--- config.mk ---
export PLATFORM = sky130hd
export DESIGN_NAME = iua_div
export DESIGN_NICKNAME = d
export VERILOG_FILES = /design/src/hdl/iua_div.sv
export SDC_FILE = /design/constraint.sdc
export NUM_CORES = 1
export LEC_CHECK = 0
export BUFFER_PORTS_ARGS = -buffer_cell sky130_fd_sc_hd__buf_2
export CAP_MARGIN = 5
export CORE_UTILIZATION = 40
export CTS_BUF_LIST = sky130_fd_sc_hd__clkbuf_8
export DETAILED_ROUTE_END_ITERATION = 16
export PLACE_DENSITY = 0.6
export SKIP_LAST_GASP = 1
export SYNTH_ARGS = -nofsm -noshare
export SYNTH_HDL_FRONTEND = slang
export SYNTH_SLANG_ARGS = --single-unit
--- constraint.sdc ---
create_clock -name clk -period 3.45 [get_ports clk]
set_clock_uncertainty 0.15 [all_clocks]
set_input_delay 0.345 -clock clk [delete_from_list [all_inputs] [get_ports clk]]
set_output_delay 0.345 -clock clk [all_outputs]
set_load 0.01 [all_outputs]
--- src/hdl/iua_div.sv ---
// Divider of a 32-bit value by a fixed constant: reciprocal multiply and one correction step.
`timescale 1ns / 1ps

module iua_div #(
    parameter int DIVISOR = 512
) (
    input  logic        clk,
    input  logic        rst_n,
    input  logic        start,
    input  logic [31:0] dividend,
    output logic        done,
    output logic [31:0] quotient
);

    // floor(2^32 / DIVISOR); the estimate it gives is the quotient or one below it
    localparam logic [31:0] RECIP = 32'((64'd1 << 32) / 64'(DIVISOR));
    localparam logic [31:0] DIV_C = 32'(DIVISOR);

    logic        v1_reg;
    logic        v2_reg;
    logic        v3_reg;
    logic        done_reg;
    logic [31:0] num_reg;
    logic [31:0] est_reg;
    logic [31:0] rem_reg;
    logic [31:0] quot_reg;
    logic [63:0] prod;

    assign prod = {32'd0, num_reg} * {32'd0, RECIP};

    // Stage valids: load, estimate, remainder, correct
    always_ff @(posedge clk or negedge rst_n)
    begin
        if (!rst_n)
        begin
            v1_reg   <= 1'b0;
            v2_reg   <= 1'b0;
            v3_reg   <= 1'b0;
            done_reg <= 1'b0;
        end
        else
        begin
            v1_reg   <= start;
            v2_reg   <= v1_reg;
            v3_reg   <= v2_reg;
            done_reg <= v3_reg;
        end
    end

    // Datapath; the remainder left by the estimate is below twice the divisor
    always_ff @(posedge clk)
    begin
        if (start)
            num_reg <= dividend;
        if (v1_reg)
            est_reg <= prod[63:32];
        if (v2_reg)
            rem_reg <= num_reg - est_reg * DIV_C;
        if (v3_reg)
            quot_reg <= est_reg + {31'd0, (rem_reg >= DIV_C)};
    end

    assign done     = done_reg;
    assign quotient = quot_reg;

endmodule

-- Word level (Yosys, flattened, before mapping)
Index checks and enable logic that the tools add are counted.
- flip-flop bits (word level): 123
- latch bits: 0
- RAM bits: 0
- ROM bits: 0
- bits of input ports: 35
- output and inout bits: 33
- memories kept: 0
- $add $sub $neg: 2
- multipliers: 0
- div/mod/pow operators: 0
- order comparisons: 1
- equality and inequality tests: 0
- shift operators: 0
- multiplexer cells: 0
- bitwise logic cells: 0
- reduce and logical (&&, ||, !) cells: 0
- operators with widths (kind ; number):
    greater-or-equal comparator 32 x 10 -> 1 bit (second input constant) ; 1
    subtractor 32 bit ; 1
    adder 23 x 1 -> 24 bit ; 1

-- Logic depth before layout (Yosys ltp)
- depth in word-level cells: 2
- mapped depth: 9
- mapped depth without buffers: 9

-- Worst setup path after synthesis
OpenSTA, ideal clock, no wires.
- path type: register to register
- start point: register est_reg[4]
- end point: register rem_reg[28], data pin
- library setup time: 137 ps
- arrival: 2312 ps
- required time: 3163 ps
- path slack: 851 ps
- cell stages (with the launch flop): 9
- path buffers: 1
- clock period less this slack: 2599 ps
- cells stage by stage: edfxtp_1 -> inv_1 -> ha_1 -> a21o_1 -> nor3b_1 -> or4_1 -> clkbuf_2 -> or4_1 -> nand4_1
- word-level cells in the longest chain between the ends: 1
- RTL lines (element ; line ; RTL):
    from (decl) ; 24 ; logic [31:0] est_reg;
    from (signal assigned) ; 56 ; est_reg <= prod[63:32];
    subtractor 32 bit ; 58 ; rem_reg <= num_reg - est_reg * DIV_C;
    to (signal assigned) ; 58 ;
    to (decl) ; 25 ; logic [31:0] rem_reg;
No other way between the ends.
A chain may end at the register's enable or synchronous reset.

-- Worst setup path in the final report
Same ends and word-level chain as after synthesis.

==> flow_metrics.py <==
metrics = {
    "worst_setup_path": {
        "reg2regPathDepth": 7,
        "crit_chain": "inv_1, ha_1, a21o_1, nor3b_1, or4_1, or4_1, nand4_1",
        "critPathLaunchType": "flip-flop",
        "r2r-end": "rem_reg[28]",
        "timing.rr.start": "est_reg[4]",
        "crit_path_frequent_cell": "or4_1",
        "arrival_ns": 2.94,
        "cp_slowest_cell": "or4_1",
        "max_stage_delay_ns": 0.65,
        "critical_path_class": "reg2reg",
        "ff2ff_setup_slack_ns": 0.59,
        "cp-end-kind": "flip-flop",
        "critPathRequiredTime_ns": 3.54,
        "crit_fanout": 6,
    },
    "floorplanning": {
        "initial_core_util": 0.412,
        "num_rows": 40,
        "die_y_um": 114,
        "die_x_um": 114,
        "dieArea_um2": 12900,
        "io_pins": 68,
        "core-area_um2": 12100,
    },
    "pwr": {
        "power_frac_comb": 0.205,
        "p_clk_frac": 0.277,
        "cellPowerDensity_nw_per_um2": 509,
        "p_leak_nw": 2.27,
        "p_int_mw": 2.15,
        "p_switching_mw": 0.830,
        "swShare": 0.279,
        "finalPower_mw": 2.98,
        "ir_drop_uv": 227,
        "power_frac_seq": 0.518,
    },
    "grt": {
        "grt_pass1_vias": 3314,
        "antenna_found_initial": 0,
        "track_usage": 0.170,
        "grt_max_degree": 26,
        "grt_pass1_wl_mm": 16.6,
        "grt_remaining_overflow": 0,
    },
    "synth": {
        "synth_ff_type": "edfxtp_1",
        "yosysTopAreaCell": "edfxtp_1",
        "synth_area_um2": 4990,
        "syn-instance-count": 417,
        "yosys-top-cells-area": "edfxtp_1 (56%), ha_1 (6.3%), xnor2_1 (5.1%), inv_1 (2.4%), a21oi_1 (2.1%)",
        "ys_async_sr_fraction": 0.0412,
        "ys_ff_latch": 97,
        "synth_top_area_frac": 0.559,
        "ys_seq_area_frac": 0.579,
        "synthDistinctLibCells": 54,
        "yosysWarningCount": 0,
        "avgSynthCellArea_um2": 12.0,
        "synth-edff-count": 93,
    },
    "timing": {
        "fin_setup_tns_ns": 0,
        "worstMarginPinSlew_ns": 1.10,
        "timing.final.ws_setup_ns": 0.593,
        "rsz0062_at_grt": "false",
        "max_freq_mhz": 350,
        "fin_crit_sh": 0.828,
        "maxSlewHeadroom": 0.268,
        "timing.final.crit_period_ns": 2.86,
        "drv_slew": 0,
        "final_hold_viol_count": 0,
        "setup_viol": 0,
        "hold_ws_ns": 0.145,
    },
    "placed_design": {
        "dp_cells": 624,
        "place_ws_ns": 0.580,
        "place_hpwl_mm": 7.62,
        "place.gp.congestion": 0.873,
        "io_buffers": 50,
    },
    "run": {
        "drv_cap": 0,
    },
    "min_path": {
        "hp-class": "in2async",
    },
    "clocking": {
        "clkSlewWorstSetupHoldPaths_ns": 0.09,
        "cts_inserted_buffers": 9,
        "clock_latency_ns": 0.37,
        "cts.sinks": 97,
        "cts_root_buf": "clkbuf_8",
        "h-tree-depth": 3,
        "cts.path.max_buffers": 2,
        "cts_tree": "yes",
    },
    "layout": {
        "syn2layout_area_growth_pct": 17.0,
        "finalNonFillerCells": 664,
        "drive_gt1_frac": 0.155,
        "antenna_cells": 0,
        "largest_reg_flops": 24,
        "fin_nets": 552,
    },
    "outcome": {
        "status": "finished clean",
    },
    "route": {
        "vias_per_cell": 5.11,
        "antenna_left": 0,
        "drtIter0Drc": 208,
        "vias": 3393,
        "drt-total-wl_mm": 10.4,
        "drt_first_pass_iters": 4,
        "wire_per_inst_um": 15.6,
        "drc": 0,
    },
}
[stage by stage]
stage | utilization | instance area [µm²]
after detailed placement | 0.444 | 5380
after global routing | 0.483 | 5850
after global placement | 0.444 | 5380
after floorplan | - | 5020
final | 0.483 | 5850
after CTS | 0.483 | 5850
[worst max-delay path by stage]
stage               slack, ns  cells after the start     endpoint        from
detailed placement       0.58                      7  rem_reg[25]  est_reg[0]
finish                   0.59                      7  rem_reg[28]  est_reg[4]
global placement         0.63                      7  rem_reg[25]  est_reg[0]
CTS                      0.55                      7  rem_reg[25]  est_reg[0]
floorplan                0.85                      8  rem_reg[28]  est_reg[4]
global route             0.42                      7  rem_reg[25]  est_reg[0]
[cell usage after synthesis (2+ instances only)]
library cell and number:
dfrtp_1 4, and3_1 12, ha_1 25, o211ai_1 3, nand2b_1 5, edfxtp_1 93, o21a_1 5, a211o_1 2
a21o_2 2, a21oi_1 21, nor3b_1 3, a211oi_1 6, nor2_1 23, nor4b_1 2, xnor2_1 29, inv_1 32
nor3_1 9, buf_4 8, a21boi_0 2, and2_1 2, or4_1 5, o311ai_0 2, and4_1 4, o21ai_0 10
a311oi_1 2, a2111oi_0 2, nand2_1 22, nand4_1 8, clkbuf_1 9, nor4_1 16, nand3_1 18, a21o_1 7
mux2i_1 2, xor2_1 2
[placed cells by master (no fill, tap or decap), types with 5 or more instances in the layout]
master         instances
o21a_1                 5
a21o_1                 7
buf_2                 50
and3_1                12
or4_1                  5
edfxtp_1              93
o21ai_0               10
nand2_1               22
inv_1                 32
nand3_1               18
ha_1                  25
xnor2_1               29
dlygate4sd3_1         24
nand4_1                8
nor3_1                 9
nor2_1                23
a211oi_1               6
conb_1                 8
nand2b_1               5
clkbuf_8              10
a21oi_1               21
nor4_1                16
[routing by layer]
layer  share of wire  vias up  GRT usage
li1                -     1701          -
met1            0.47     1613      0.223
met2            0.48       65      0.283
met3           0.034       14     0.0271
met4           0.016        0     0.0675
met5               0        -          0
[final cells by class]
type	count	area (µm²)
fill	1115	6270
tap	168	210
multi-input combinational	276	1900
inverter	32	120
clock inverter	6	88.8
clock buffer	10	138
timing repair buffer	75	498
sequential	97	2890
[what timing repair did]
item                      4_1_cts  5_1_grt
hold endpoints to repair       27        0
hold buffers                   24        0
resized for setup               0        0
buffers inserted                0        0
[worst max-delay path: cells and delay by family, from the launching register on]
kind | cells | cell delay (ns)
AO/OA/AOI/OAI | 1 | 0.24
adder cells (fa/ha/maj) | 1 | 0.29
buffers and inverters | 1 | 0.13
flip-flops | 1 | 0.44
AND/OR/NAND/NOR | 4 | 1.47
[power by group through the flow]
stage / logic (mW) / clock network (mW) / registers, mW
after global placement: 0.572 / 0 / 1.56
after floorplan: 0.424 / 0 / 1.55
after detailed placement: 0.581 / 0 / 1.57
final: 0.610 / 0.826 / 1.54
after CTS: 0.607 / 0.848 / 1.54
after global routing: 0.677 / 0.886 / 1.56
[cell families after synthesis]
logic type               count (synthesis)  synth area share
flip-flops                              97             0.579
buffers and inverters                   51            0.0461
AND/OR/NAND/NOR                        134             0.145
other                                    1          0.000751
XOR/XNOR                                31            0.0544
multiplexers                             2           0.00401
adder cells (fa/ha/maj)                 26            0.0666
AO/OA/AOI/OAI                           75             0.104
No activity file was read; power rests on OpenSTA's default activity.
